`src/rtl/khss_pkg.sv`:
```
// khss_pkg: shared constants and types for the key hash server select block
// no dependencies; used by khss_mix, khss_div and key_hash_server_select
`timescale 1ns / 1ps

package khss_pkg;

  localparam int unsigned HASH_W  = 28;
  localparam int unsigned BYTE_W  = 8;
  localparam int unsigned COUNT_W = 9;
  localparam int unsigned INDEX_W = 8;

  localparam logic [COUNT_W-1:0] COUNT_RESET = 9'd1;

  // start request from the sequencer to the divide unit
  typedef struct packed {
    logic              start;
    logic [HASH_W-1:0] dividend;
  } div_req_t;

endpackage

```
`src/rtl/key_hash_server_select.sv`:
```
// key_hash_server_select: elf/pjw key hash reduced modulo a server count
// a byte that is not last is folded into the hash and the input stays ready; a last byte
// starts the remainder steps in khss_div, whose result passes the sequencer to the output
// no new item is taken while the remainder is being formed
// asynchronous active-low reset clears the hash, the sequencer and the output valid flag,
// and sets the server count to one
`timescale 1ns / 1ps

module key_hash_server_select #(
  parameter int unsigned MAX_SERVERS = 256
) (
  input  logic        clk_i,
  input  logic        rst_ni,
  input  logic        cfg_we_i,
  input  logic [8:0]  cfg_wdata_i,     // server_count
  input  logic        s_axis_tvalid_i,
  output logic        s_axis_tready_o,
  input  logic [7:0]  s_axis_tdata_i,  // [7:0] key_byte
  input  logic        s_axis_tlast_i,  // last_byte
  output logic        m_axis_tvalid_o,
  input  logic        m_axis_tready_i,
  output logic [7:0]  m_axis_tdata_o,  // [7:0] server_index
  output logic [0:0]  m_axis_tuser_o   // [0] no_server
);

  localparam int unsigned DIV_W = $clog2(MAX_SERVERS + 1);
  localparam int unsigned CMP_W = (DIV_W > khss_pkg::COUNT_W) ? DIV_W : khss_pkg::COUNT_W;
  localparam logic [CMP_W-1:0] MAX_C = CMP_W'(MAX_SERVERS);

  localparam logic [1:0] ST_IDLE = 2'd0;
  localparam logic [1:0] ST_DIV  = 2'd1;
  localparam logic [1:0] ST_OUT  = 2'd2;

  logic [1:0]                   state_q, state_d;
  logic [khss_pkg::COUNT_W-1:0] count_q;
  logic                         in_fire;
  logic                         out_free;
  logic [khss_pkg::HASH_W-1:0]  hash_next;
  khss_pkg::div_req_t           div_req;
  logic                         div_done;
  logic [DIV_W-1:0]             div_rem;
  logic [CMP_W-1:0]             count_ext;
  logic [CMP_W-1:0]             count_eff;
  logic [CMP_W-1:0]             rem_ext;
  logic                         ovalid_q, ovalid_d;
  logic [7:0]                   odata_q, odata_d;
  logic                         ouser_q, ouser_d;

  always_ff @(posedge clk_i or negedge rst_ni) begin
    if (!rst_ni) begin
      count_q <= khss_pkg::COUNT_RESET;
    end else if (cfg_we_i) begin
      count_q <= cfg_wdata_i;
    end
  end

  // count above the maximum saturates
  always_comb begin
    count_ext = CMP_W'(count_q);
    count_eff = (count_ext > MAX_C) ? MAX_C : count_ext;
    rem_ext   = CMP_W'(div_rem);
  end

  assign s_axis_tready_o = (state_q == ST_IDLE);
  assign in_fire         = s_axis_tvalid_i && s_axis_tready_o;
  assign out_free        = !ovalid_q || m_axis_tready_i;

  khss_mix u_mix (
    .clk_i       (clk_i),
    .rst_ni      (rst_ni),
    .en_i        (in_fire),
    .last_i      (s_axis_tlast_i),
    .byte_i      (s_axis_tdata_i),
    .hash_next_o (hash_next)
  );

  assign div_req.start    = in_fire && s_axis_tlast_i;
  assign div_req.dividend = hash_next;

  khss_div #(
    .DIV_W (DIV_W)
  ) u_div (
    .clk_i     (clk_i),
    .rst_ni    (rst_ni),
    .req_i     (div_req),
    .divisor_i (DIV_W'(count_eff)),
    .done_o    (div_done),
    .rem_o     (div_rem)
  );

  always_comb begin
    state_d  = state_q;
    ovalid_d = ovalid_q;
    odata_d  = odata_q;
    ouser_d  = ouser_q;
    if (ovalid_q && m_axis_tready_i) begin
      ovalid_d = 1'b0;
    end
    unique case (state_q)
      ST_IDLE: begin
        if (div_req.start) begin
          state_d = ST_DIV;
        end
      end
      ST_DIV: begin
        if (div_done) begin
          state_d = ST_OUT;
        end
      end
      ST_OUT: begin
        // remainder holds in the divide unit until the output slot frees up
        if (out_free) begin
          ovalid_d = 1'b1;
          ouser_d  = (count_eff == '0);
          odata_d  = (count_eff == '0) ? 8'd0 : rem_ext[7:0];
          state_d  = ST_IDLE;
        end
      end
      default: begin
        state_d = ST_IDLE;
      end
    endcase
  end

  always_ff @(posedge clk_i or negedge rst_ni) begin
    if (!rst_ni) begin
      state_q  <= ST_IDLE;
      ovalid_q <= 1'b0;
    end else begin
      state_q  <= state_d;
      ovalid_q <= ovalid_d;
    end
  end

  always_ff @(posedge clk_i) begin
    odata_q <= odata_d;
    ouser_q <= ouser_d;
  end

  assign m_axis_tvalid_o   = ovalid_q;
  assign m_axis_tdata_o    = odata_q;
  assign m_axis_tuser_o[0] = ouser_q;

endmodule

```
`src/rtl/khss_mix.sv`:
```
// khss_mix: running elf/pjw hash register, one key byte folded in per item
// depends on khss_pkg
`timescale 1ns / 1ps

module khss_mix (
  input  logic                         clk_i,
  input  logic                         rst_ni,
  input  logic                         en_i,
  input  logic                         last_i,
  input  logic [khss_pkg::BYTE_W-1:0]  byte_i,
  output logic [khss_pkg::HASH_W-1:0]  hash_next_o
);

  logic [khss_pkg::HASH_W-1:0] hash_q, hash_d;
  logic [31:0]                 sum;
  logic [3:0]                  top;

  always_comb begin
    sum = {hash_q, 4'b0000} + {24'd0, byte_i};
    top = sum[31:28];
    // top nibble folds back 24 bits lower, then is dropped
    hash_next_o = sum[27:0] ^ {20'd0, top, 4'b0000};
  end

  always_comb begin
    hash_d = hash_q;
    if (en_i) begin
      hash_d = last_i ? '0 : hash_next_o;
    end
  end

  always_ff @(posedge clk_i or negedge rst_ni) begin
    if (!rst_ni) begin
      hash_q <= '0;
    end else begin
      hash_q <= hash_d;
    end
  end

endmodule

```
`src/rtl/khss_div.sv`:
```
// khss_div: restoring remainder unit, one shared compare and subtract per cycle
// depends on khss_pkg; one dividend bit shifted in per step over the hash width
`timescale 1ns / 1ps

module khss_div #(
  parameter int unsigned DIV_W = 9
) (
  input  logic                    clk_i,
  input  logic                    rst_ni,
  input  khss_pkg::div_req_t      req_i,
  input  logic [DIV_W-1:0]        divisor_i,
  output logic                    done_o,
  output logic [DIV_W-1:0]        rem_o
);

  localparam int unsigned CNT_W = $clog2(khss_pkg::HASH_W);
  localparam logic [CNT_W-1:0] CNT_LAST = CNT_W'(khss_pkg::HASH_W - 1);

  logic                        busy_q, busy_d;
  logic                        done_q, done_d;
  logic [CNT_W-1:0]            cnt_q, cnt_d;
  logic [khss_pkg::HASH_W-1:0] quo_q, quo_d;
  logic [DIV_W-1:0]            rem_q, rem_d;
  logic [DIV_W-1:0]            dvs_q, dvs_d;
  logic [DIV_W:0]              shifted;
  logic [DIV_W:0]              diff;
  logic                        fits;

  always_comb begin
    shifted = {rem_q, quo_q[khss_pkg::HASH_W-1]};
    diff    = shifted - {1'b0, dvs_q};
    fits    = shifted >= {1'b0, dvs_q};
  end

  always_comb begin
    busy_d = busy_q;
    done_d = 1'b0;
    cnt_d  = cnt_q;
    quo_d  = quo_q;
    rem_d  = rem_q;
    dvs_d  = dvs_q;
    if (req_i.start) begin
      busy_d = 1'b1;
      cnt_d  = '0;
      quo_d  = req_i.dividend;
      rem_d  = '0;
      dvs_d  = divisor_i;
    end else if (busy_q) begin
      rem_d = fits ? diff[DIV_W-1:0] : shifted[DIV_W-1:0];
      quo_d = {quo_q[khss_pkg::HASH_W-2:0], 1'b0};
      cnt_d = cnt_q + 1'b1;
      if (cnt_q == CNT_LAST) begin
        busy_d = 1'b0;
        done_d = 1'b1;
      end
    end
  end

  always_ff @(posedge clk_i or negedge rst_ni) begin
    if (!rst_ni) begin
      busy_q <= 1'b0;
      done_q <= 1'b0;
      cnt_q  <= '0;
    end else begin
      busy_q <= busy_d;
      done_q <= done_d;
      cnt_q  <= cnt_d;
    end
  end

  always_ff @(posedge clk_i) begin
    quo_q <= quo_d;
    rem_q <= rem_d;
    dvs_q <= dvs_d;
  end

  assign done_o = done_q;
  assign rem_o  = rem_q;

endmodule

```
`config.mk`:
```
export PLATFORM = sky130hd
export DESIGN_NAME = key_hash_server_select
export DESIGN_NICKNAME = d
export VERILOG_FILES = /design/src/rtl/khss_pkg.sv /design/src/rtl/key_hash_server_select.sv /design/src/rtl/khss_mix.sv /design/src/rtl/khss_div.sv
export SDC_FILE = /design/constraint.sdc
export NUM_CORES = 1
export LEC_CHECK = 0
export ABC_AREA = 1
export BUFFER_PORTS_ARGS = -buffer_cell sky130_fd_sc_hd__buf_2
export CAP_MARGIN = 25
export CORE_UTILIZATION = 38
export CTS_CLUSTER_SIZE = 14
export DETAILED_ROUTE_END_ITERATION = 8
export SLEW_MARGIN = 20
export SYNTH_ARGS = -nofsm -noshare
export SYNTH_HDL_FRONTEND = slang
export SYNTH_SLANG_ARGS = --single-unit
```
`constraint.sdc`:
```
create_clock -name clk_i -period 2.2 [get_ports clk_i]
set_input_delay 0.22 -clock clk_i [delete_from_list [all_inputs] [get_ports clk_i]]
set_output_delay 0.22 -clock clk_i [all_outputs]
set_load 0.02 [all_outputs]
```
Word level (Yosys, flattened, before mapping)
Cells that the tools add are included.
{ "word_totals": {"register_bits": 102, "input_bits": 23} }
{ "op_classes": {"n_lt_le_gt_ge": 2, "muxes": 20, "n_bitwise": 1, "eq_ne": 6, "n_reduce_logical": 10, "add_sub_neg": 3} }
{ "op_table": {"columns": ["operator", "count"], "rows": [
  ["28-bit 2-to-1 mux", 3],
  ["32-bit by 8-bit adder with 32-bit output", 1],
  ["28-bit by 8-bit XOR with 28-bit output", 1],
  ["9-bit 2-to-1 mux", 2],
  ["10-bit by 9-bit >= comparator with 1-bit output", 1],
  ["5-bit 2-to-1 mux", 2],
  ["9-bit > comparator, second input constant", 1],
  ["9-bit zero test", 1],
  ["1-bit 2-to-1 mux", 9],
  ["9-bit subtractor", 1],
  ["2-bit 2-to-1 mux", 3],
  ["2-bit case mux with 3 select lines", 1],
  ["5-bit by 1-bit adder with 5-bit output, second input constant", 1],
  ["5-bit equality test, second input constant", 1],
  ["2-bit by 1-bit != test with 1-bit output, second input constant", 2],
  ["1-bit logical AND", 3],
  ["3-bit AND reduction", 1],
  ["2-bit by 1-bit equality test with 1-bit output, second input constant", 1],
  ["2-bit equality test, second input constant", 1],
  ["2-bit zero test", 1],
  ["2-bit != test, second input constant", 1],
  ["2-bit AND reduction", 1],
  ["2-bit nonzero test", 1],
  ["1-bit zero test", 1],
  ["1-bit logical OR", 1]
]} }

Longest topological paths before layout
Gate-level depths: netlist of run 1.
{ "depth": {"ltp_word": 5, "mapped_depth": 13, "depth_no_buf": 13} }

Modules after synthesis
From an unflattened synthesis of run 1, not the netlist that was laid out.
{ "unflattened": {"cells_unflattened": 747, "hier_area_um2": 5911.9} }
{ "by_module_without_submodules": {"columns": ["module", "cells_per_inst", "n_inst", "area_each_um2"], "rows": [
  ["khss_div", 327, 1, 2737.6],
  ["khss_mix", 311, 1, 2222.1],
  ["key_hash_server_select", 109, 1, 952.2]
]} }

Worst setup path before layout of run 1
No wires, ideal clock.
{ "synth_timing": {"kind": "reg-to-reg", "start": "register u_mix.hash_q[0] (netlist name)", "end": "register u_div.quo_q[4] (netlist name) (data pin)", "n_path_buf": 0, "arrival_time_ns": 1.644, "path_slack_ns": 0.304, "path_stages_with_launch": 11, "synth_period_minus_slack_ns": 1.896, "cell_sequence": "dfrtp_1 -> ha_1 -> fa_1 -> nand3_1 -> nand3_2 -> nand3_1 -> inv_1 -> nand3b_1 -> nand2_1 -> nand2_1 -> nand2_1"} }
{ "synth_via": {"elab_chain_cells": 3} }
{ "synth_rtl": {"columns": ["element", "line", "source"], "rows": [
  ["start, declared", "khss_mix.sv:14", "logic [khss_pkg::HASH_W-1:0] hash_q, hash_d;"],
  ["start signal, assigned", "khss_mix.sv:36", "hash_q <= hash_d;"],
  ["32-bit by 8-bit adder with 32-bit output", "khss_mix.sv:19", "sum = {hash_q, 4'b0000} + {24'd0, byte_i};"],
  ["28-bit by 8-bit XOR with 28-bit output", "khss_mix.sv:22", "hash_next_o = sum[27:0] ^ {20'd0, top, 4'b0000};"],
  ["28-bit 2-to-1 mux", "khss_div.sv:42", "if (req_i.start) begin"],
  ["named net u_div.quo_d (one bit)", "khss_div.sv:22", "logic [khss_pkg::HASH_W-1:0] quo_q, quo_d;"],
  ["end signal, assigned", "khss_div.sv:72", "quo_q <= quo_d;"],
  ["end, declared", "khss_div.sv:22", null]
]} }
The timed path passes the listed nets, and every way through them passes these cells.
A chain may end at the register's enable or synchronous reset.

Worst setup path in the final report of run 1
{ "layout_timing": {"start": "register u_mix.hash_q[0] (netlist name)", "end": "register u_div.quo_q[6] (netlist name) (data pin)"} }
The elaborated chain is that of the path after synthesis.

==> results of run 1 <==
-- flip-flops by register name (all words and copies together), names as in the netlist --
signal and cells:
u_div.quo_q 28, u_mix.hash_q 28, m_axis_tdata_o 8, m_axis_tvalid_o 1, u_div.done_o 1, state_q 2, u_div.rem_o 9, count_ext 9
u_div.cnt_q 5, u_div.dvs_q 9, m_axis_tuser_o 1, u_div.busy_q 1
-- metal layers --
| metal | vias to the layer above | GRT usage (%) | wire, um |
|---|---|---|---|
| met3 | 21 | 4.21 | 675 |
| met1 | 2050 | 25.3 | 5920 |
| met4 | 0 | 7.72 | 269 |
| li1 | 2284 | - | - |
| met2 | 116 | 27.6 | 5450 |
| met5 | - | 0 | 0 |
-- stage by stage --
step | instance area, um^2 | util (%) | std cells | total power [W]
2_1_floorplan | 5470 | - | 689 | 0.00520
3_3_place_gp | 5890 | 42.1 | 900 | 0.00591
3_5_place_dp | 5890 | 42.1 | 900 | 0.00600
4_1_cts | 6220 | 44.4 | 917 | 0.00770
5_1_grt | 6230 | 44.6 | 917 | 0.00832
6_report | 6230 | 44.6 | 917 | 0.00767
-- final timing paths --
check / cells past startpoint / endpoint / slack, ns
max in group asynchronous: 3 / state_q[1]$_DFFE_PN0P_ / 1.08
min in group asynchronous: 2 / u_mix.hash_q[3]$_DFFE_PN0P_ / 0.39
max reg2reg: 11 / u_div.quo_q[6]$_DFFE_PP_ / 0.13
max: 11 / u_div.quo_q[6]$_DFFE_PP_ / 0.13
min: 2 / m_axis_tvalid_o$_DFF_PN0_ / 0.06
min reg2reg: 2 / u_div.rem_o[8]$_SDFFE_PP0P_ / 0.46
-- area by class of cell --
cell class | count | area (um^2) | share of cell area [%]
Clock buffer | 9 | 225 | 3.61
Clock inverter | 7 | 88.8 | 1.43
Inverter | 89 | 334 | 5.36
Multi-Input combinational cell | 485 | 2350 | 37.7
Sequential cell | 102 | 2740 | 43.9
Tap cell | 180 | 225 | 3.61
Timing Repair Buffer | 45 | 270 | 4.34
-- kinds of logic (layout without fill, tap and decap cells) --
logic type | count (synthesis) | count (layout) | share of synthesized area (%)
AOI/OAI and AO/OA | 48 | 48 | 4.55
xor gates and xnor gates | 18 | 18 | 2.88
adders and majority gates | 16 | 16 | 3.93
buffers and inverters | 102 | 150 | 7.27
DFF | 102 | 102 | 50.1
and+or+nand+nor | 403 | 403 | 31.3
-- critical path: cells and delay by family, from the launching register on --
family | cells | cell delay [ns]
DFF | 1 | 0.39
buffers and inverters | 2 | 0.15
xor gates and xnor gates | 1 | 0.23
and+or+nand+nor | 6 | 0.40
adders and majority gates | 2 | 0.67
-- cell usage after synthesis, types with 2 or more instances --
library cell	count	area share, %
or2_1	2	0.23
fa_1	2	0.73
xnor2_1	9	1.4
inv_1	85	5.8
nor3_2	2	0.37
nor3_1	6	0.55
o21ai_1	3	0.27
nand3b_1	5	0.69
xor2_1	9	1.4
nand4_1	13	1.5
buf_2	3	0.27
o21ai_0	35	3.2
nand3_1	52	4.8
dfrtp_1	46	21
ha_1	14	3.2
a21oi_1	7	0.64
buf_4	3	0.41
inv_2	4	0.27
nor2_2	2	0.23
nor2_1	50	3.4
clkbuf_1	7	0.48
dfxtp_1	9	3.3
edfxtp_1	46	25
nand3_2	2	0.37
nand2_2	6	0.69
nand2_1	258	18
-- timing repair --
| item | in CTS | in global routing |
|---|---|---|
| gates resized for setup | 0 | 3 |
| hold buffers | 1 | 0 |
| endpoints found under the hold margin | 22 | 0 |
| setup endpoints to repair | 0 | 7 |
-- power breakdown --
group          total [W]  internal [W]  switching, W  leakage, nW
logic            0.00273       0.00102       0.00171         1.73
registers        0.00326       0.00278      0.000480         1.15
clock network    0.00169      0.000910      0.000775        0.152
==> out/results.tsv, run 1 <==
stage	metric	value	unit
die	num_rows	43	
drt	drcViolationCount	0	
min_path	hp-class	primary input to register	
drt	routed_wirelength	12300	um
drt	via_per_inst	4.88	
power_and_ir_drop	irDropWorstVdd	0.433	mV
cts	ctsRootBufferMaster	clkbuf_16	
cells_and_area	syn2layout_area_growth	14.0	%
global_routing	grt_start_max_net_pins	36	
timing	period_share	94.0	%
drt	num_vias	4471	
die	die_y	122	um
cells_and_area	final_cell_mix	258 x nand2_1, 85 x inv_1, 51 x nand3_1	
yosys	ys_warn_count	0	
global_routing	grt_pass1_wl	20900	um
yosys	synth_nets	728	
critical_path	worstSetupStartpoint	u_mix.hash_q[0]$_DFFE_PN0P_	
yosys	ys_seq_elements	102	
die	io_pins	34	
die	dieWidth	122	um
critical_path	slowest_stage	fa_1	
yosys	syn_avg_cell_area	7.94	um^2
cells_and_area	final_common_cell	nand2_1	
yosys	ys_seq_area_share	50.1	%
critical_path	worstReg2RegStart	u_mix.hash_q[0]$_DFFE_PN0P_	
placement	place.gp.congestion	0.932	
timing	fmax	483	MHz
critical_path	critPathCaptureType	register	
die	dieArea	14900	um^2
cts	htreeDepth	3	
drt	first_pass_iters	5	
timing	fin_hold_ws	0.0584	ns
power_and_ir_drop	p_leak	3.03	nW
cts	clkTransAtPathRegs	0.08	ns
cts	cts_sinks	102	
critical_path	crit_arrival	2.19	ns
drt	drt_iter0_drc	283	
drt	wire_per_inst	13.4	um
critical_path	critical_path.max_fanout	4	
timing	hold_viol	0	
timing	final.setup.tns	0	ns
critical_path	crit_type	register to register	
timing	drv_slew	0	
placement	dp_hpwl	9310	um
cells_and_area	drive_above_1_share	11.0	%
cts	clk_path_buf_depth	2	
cts	cts_made_buffers	9	
critical_path	worst_setup_path_start_kind	register	
yosys	synthArstFlopShare	46.1	%
yosys	ys_types	35	
placement	io_buffers	33	
die	design.core.area	14000	um^2
cells_and_area	fin_nets	771	
global_routing	track_usage	18.4	%
timing	min_period	2.07	ns
yosys	synth_area	5470	um^2
critical_path	crit_top_cell	nand2_1	
yosys	synth_edf_count	46	
cells_and_area	diodes	0	
cts	cts_tree	done	
placement	dp_slack	0.0991	ns
cts	clock_latency	0.36	ns
timing	setup_slack	0.132	ns
critical_path	slowest_delay	0.43	ns
drt	ant_nets	0	
critical_path	crit_required	2.32	ns
die	start_util	39.1	%
flow_run	maxCapViolCount	0	
min_path	worstHoldStart	m_axis_tready_i	
global_routing	grt_pass1_vias	4292	
timing	worst_slew_pin_slew	0.681	ns
run_status	status	finished clean	
global_routing	grt_overflow	0	
critical_path	path_cells	ha_1 > fa_1 > inv_1 > nand2_1 > nand2_1 > xor2_1 > inv_1 > nand3_1 > nand2_1 > nand2_1 > nand2_1	
timing	clock_skew	0.00914	ns
power_and_ir_drop	power-per-cell-area	1230	nW/um^2
yosys	ys.flop_type	edfxtp_1	
global_routing	antenna_found_initial	0	
cells_and_area	nFillCells	1448	
yosys	syn_inst	689	
timing	slew_headroom	54.3	%
timing	setup_viol	0	
cts	post_cts_buffers	0	
No activity file was read; power rests on OpenSTA's default activity.
==> run 2, diff against run 1 <==
Clock period 2.2 ns to 2 ns, I/O delays scaled along.
==> run 2 against run 1 <==
Compared with the run above: worst setup slack lost 0.080 ns; first-iteration DRC count shrank 4.9%; core utilization grew 1.5 points; final cell count grew 0.76%; non-clock buffer count grew 6; maximum frequency grew 6.2%; sequential power grew 10%; sequential share of layout area shrank 1.4 points; largest cell class unchanged.
==> out/results.tsv, run 2 (synthesized netlist as in run 1, its figures left out) <==
stage	metric	value	unit	change
global_routing	top_usage_layer	met2		unchanged
cts	cts_tree	done		unchanged
drt	routed_wirelength	12400	um	was 12300 um
power_and_ir_drop	totalPowerFinal	0.00877	W	was 0.00767 W
global_routing	grt_start_max_net_pins	30		was 36
timing	min_period	1.95	ns	was 2.07 ns
die	design.core.area	14000	um^2	unchanged
die	dieArea	14900	um^2	unchanged
timing	drv_slew	0		unchanged
critical_path	worst_setup_path_start_kind	register		unchanged
power_and_ir_drop	p_leak	3.10	nW	was 3.03 nW
timing	fin_hold_ws	0.0383	ns	was 0.0584 ns
cts	clk_path_buf_depth	2		unchanged
timing	period_share	97.4	%	was 94.0%
min_path	holdPathStages	2		unchanged
global_routing	grtUsageMet3	3.23	%	was 4.21%
cells_and_area	final_cell_mix	251 x nand2_1, 82 x inv_1, 50 x nand3_1		was 258 x nand2_1, 85 x inv_1, 51 x nand3_1
cells_and_area	fin_nets	778		was 771
critical_path	critPathBufInv	0		was 2
cells_and_area	final_common_cell	nand2_1		unchanged
power_and_ir_drop	switching_power	0.00335	W	was 0.00297 W
critical_path	critical_path.max_fanout	4		unchanged
critical_path	slowest_stage	dfrtp_1		was fa_1
power_and_ir_drop	pwr-share-clk	22.3	%	was 22.0%
cells_and_area	drive_above_1_share	14.8	%	was 11.0%
cells_and_area	largestRegisters	u_div.quo_q x28, u_mix.hash_q x28		unchanged
critical_path	reg2reg_to	u_div.quo_q[18]$_DFFE_PP_		was u_div.quo_q[6]$_DFFE_PP_
global_routing	grt_pass1_vias	4197		was 4292
cells_and_area	final_area	6440	um^2	was 6230 um^2
critical_path	crit_arrival	2.07	ns	was 2.19 ns
critical_path	slowest_delay	0.42	ns	was 0.43 ns
timing	final.setup.tns	0	ns	unchanged
die	die_y	122	um	unchanged
drt	drcViolationCount	0		unchanged
timing	rsz0062_at_grt	true		
critical_path	regToRegSetupSlack	0.05	ns	was 0.13 ns
global_routing	grt_pass1_wl	20100	um	was 20900 um
min_path	hold_end	m_axis_tvalid_o$_DFF_PN0_		unchanged
cells_and_area	diodes	0		unchanged
critical_path	crit_type	register to register		unchanged
cts	cts_made_buffers	9		unchanged
cts	ctsRootBufferMaster	clkbuf_16		unchanged
global_routing	antenna_found_initial	0		unchanged
drt	ant_nets	0		unchanged
timing	slew_headroom	57.4	%	was 54.3%
run_status	status	finished clean		unchanged
power_and_ir_drop	switching_share	38.2	%	was 38.7%
drt	num_vias	4496		was 4471
global_routing	grt_overflow	0		unchanged
power_and_ir_drop	power-per-cell-area	1360	nW/um^2	was 1230 nW/um^2
cells_and_area	multi_input_area	2470	um^2	was 2350 um^2
cells_and_area	regArea	2740	um^2	unchanged
drt	drt_iter0_drc	269		was 283
flow_run	maxCapViolCount	0		unchanged
critical_path	critPathTopFamily	adder cells		unchanged
power_and_ir_drop	p_int	0.00542	W	was 0.00470 W
drt	wire_per_inst	13.4	um	about the same
global_routing	grtUsageMet1	24.6	%	was 25.3%
drt	via_per_inst	4.87		was 4.88
critical_path	crit_top_cell	nand2_1		unchanged
critical_path	reg2regPathDepth	9		was 11
cts	clkTransAtPathRegs	0.07	ns	was 0.08 ns
critical_path	path_cells	ha_4 > fa_2 > nand3_2 > nand3_4 > nand2_4 > nor2_1 > xor2_1 > nand2_1 > nand2_1		was ha_1 > fa_1 > inv_1 > nand2_1 > nand2_1 > xor2_1 > inv_1 > nand3_1 > nand2_1 > nand2_1 > nand2_1
power_and_ir_drop	p_comb_share	36.7	%	was 35.6%
power_and_ir_drop	sequentialPowerShare	41.0	%	was 42.4%
timing	fmax	513	MHz	was 483 MHz
timing	worst_slew_pin_slew	0.639	ns	was 0.681 ns
timing	clock_skew	0.00577	ns	was 0.00914 ns
global_routing	met2_usage	27.3	%	was 27.6%
critical_path	worstReg2RegStart	u_mix.hash_q[0]$_DFFE_PN0P_		unchanged
critical_path	critPathCaptureType	register		unchanged
global_routing	track_usage	17.6	%	was 18.4%
die	start_util	39.1	%	unchanged
die	io_pins	34		unchanged
cts	cts_sinks	102		unchanged
placement	io_buffers	33		unchanged
die	num_rows	43		unchanged
timing	hold_viol	0		unchanged
placement	dp_hpwl	9160	um	was 9310 um
power_and_ir_drop	irDropWorstVdd	0.633	mV	was 0.433 mV
min_path	worstHoldStart	m_axis_tready_i		unchanged
cts	clock_latency	0.36	ns	about the same
placement	place_area	5950	um^2	was 5890 um^2
drt	first_pass_iters	4		was 5
min_path	hp-class	primary input to register		unchanged
critical_path	crit_required	2.12	ns	was 2.32 ns
cells_and_area	nFillCells	1432		was 1448
cts	htreeDepth	3		unchanged
cells_and_area	syn2layout_area_growth	17.7	%	was 14.0%
die	dieWidth	122	um	unchanged
placement	place.gp.congestion	0.934		was 0.932
timing	setup_viol	0		unchanged
critical_path	cp.depth	9		was 11
==> run 2: cell types whose count changed in the layout (fill, tap and decap cells not counted), moves of 3 or more <==
cell     delta
inv_1       -3
nor2_1      -3
inv_2       +3
nor2_2      +3
buf_4       +3
ha_1        -3
nand2_4     +3
nand2_2     +5
nand2_1     -7
==> run 2: final cells by class <==
class                           instances  area share, %
Clock buffer                            9           3.50
Timing Repair Buffer                   51           5.34
Multi-Input combinational cell        486           38.3
Inverter                               89           5.19
Clock inverter                          7           1.63
Sequential cell                       102           42.5
Tap cell                              180           3.50
==> run 2: worst max-delay path by stage <==
| stage | from | endpoint | slack, ns |
|---|---|---|---|
| floorplan | u_mix.hash_q[0]$_DFFE_PN0P_ | u_div.quo_q[4]$_DFFE_PP_ | 0.10 |
| global placement | u_mix.hash_q[0]$_DFFE_PN0P_ | u_div.quo_q[4]$_DFFE_PP_ | 0.04 |
| detailed placement | u_mix.hash_q[0]$_DFFE_PN0P_ | u_div.quo_q[4]$_DFFE_PP_ | -0.03 |
| CTS | u_div.quo_q[27]$_DFFE_PP_ | u_div.rem_o[8]$_SDFFE_PP0P_ | 0.009 |
| global route | u_div.quo_q[27]$_DFFE_PP_ | u_div.rem_o[8]$_SDFFE_PP0P_ | -0.03 |
| finish | u_mix.hash_q[0]$_DFFE_PN0P_ | u_div.quo_q[18]$_DFFE_PP_ | 0.05 |
==> run 2: layer usage <==
metal	vias to the layer above	share of wire, %
li1	2292	-
met4	0	1.8
met1	2099	49
met2	87	45
met3	18	4.3
met5	-	0
==> run 2: power groups by stage <==
stage | registers, W | logic [W] | clock network, W
after global routing | 0.00368 | 0.00365 | 0.00206
after CTS | 0.00358 | 0.00308 | 0.00198
after global placement | 0.00359 | 0.00294 | 0
after detailed placement | 0.00361 | 0.00304 | 0
final | 0.00360 | 0.00322 | 0.00196
after floorplan | 0.00345 | 0.00227 | 0
==> run 2: per-stage QoR <==
stage | std cells | util (%) | setup WS [ns]
final | 924 | 46.0 | 0.0519
after global routing | 924 | 46.0 | -0.0272
after CTS | 923 | 45.2 | 0.00944
after detailed placement | 905 | 42.6 | -0.0262
after global placement | 905 | 42.6 | 0.0355
after floorplan | 689 | - | 0.104
==> run 2: timing repair <==
| action | 4_1_cts | 5_1_grt |
|---|---|---|
| resized for setup | 4 | 29 |
| cloned | 0 | 1 |
| hold buffers | 1 | 0 |
| endpoints found under the setup margin | 7 | 31 |
| endpoints found under the hold margin | 23 | 0 |
| pin swaps | 1 | 5 |
| setup buffers | 1 | 0 |
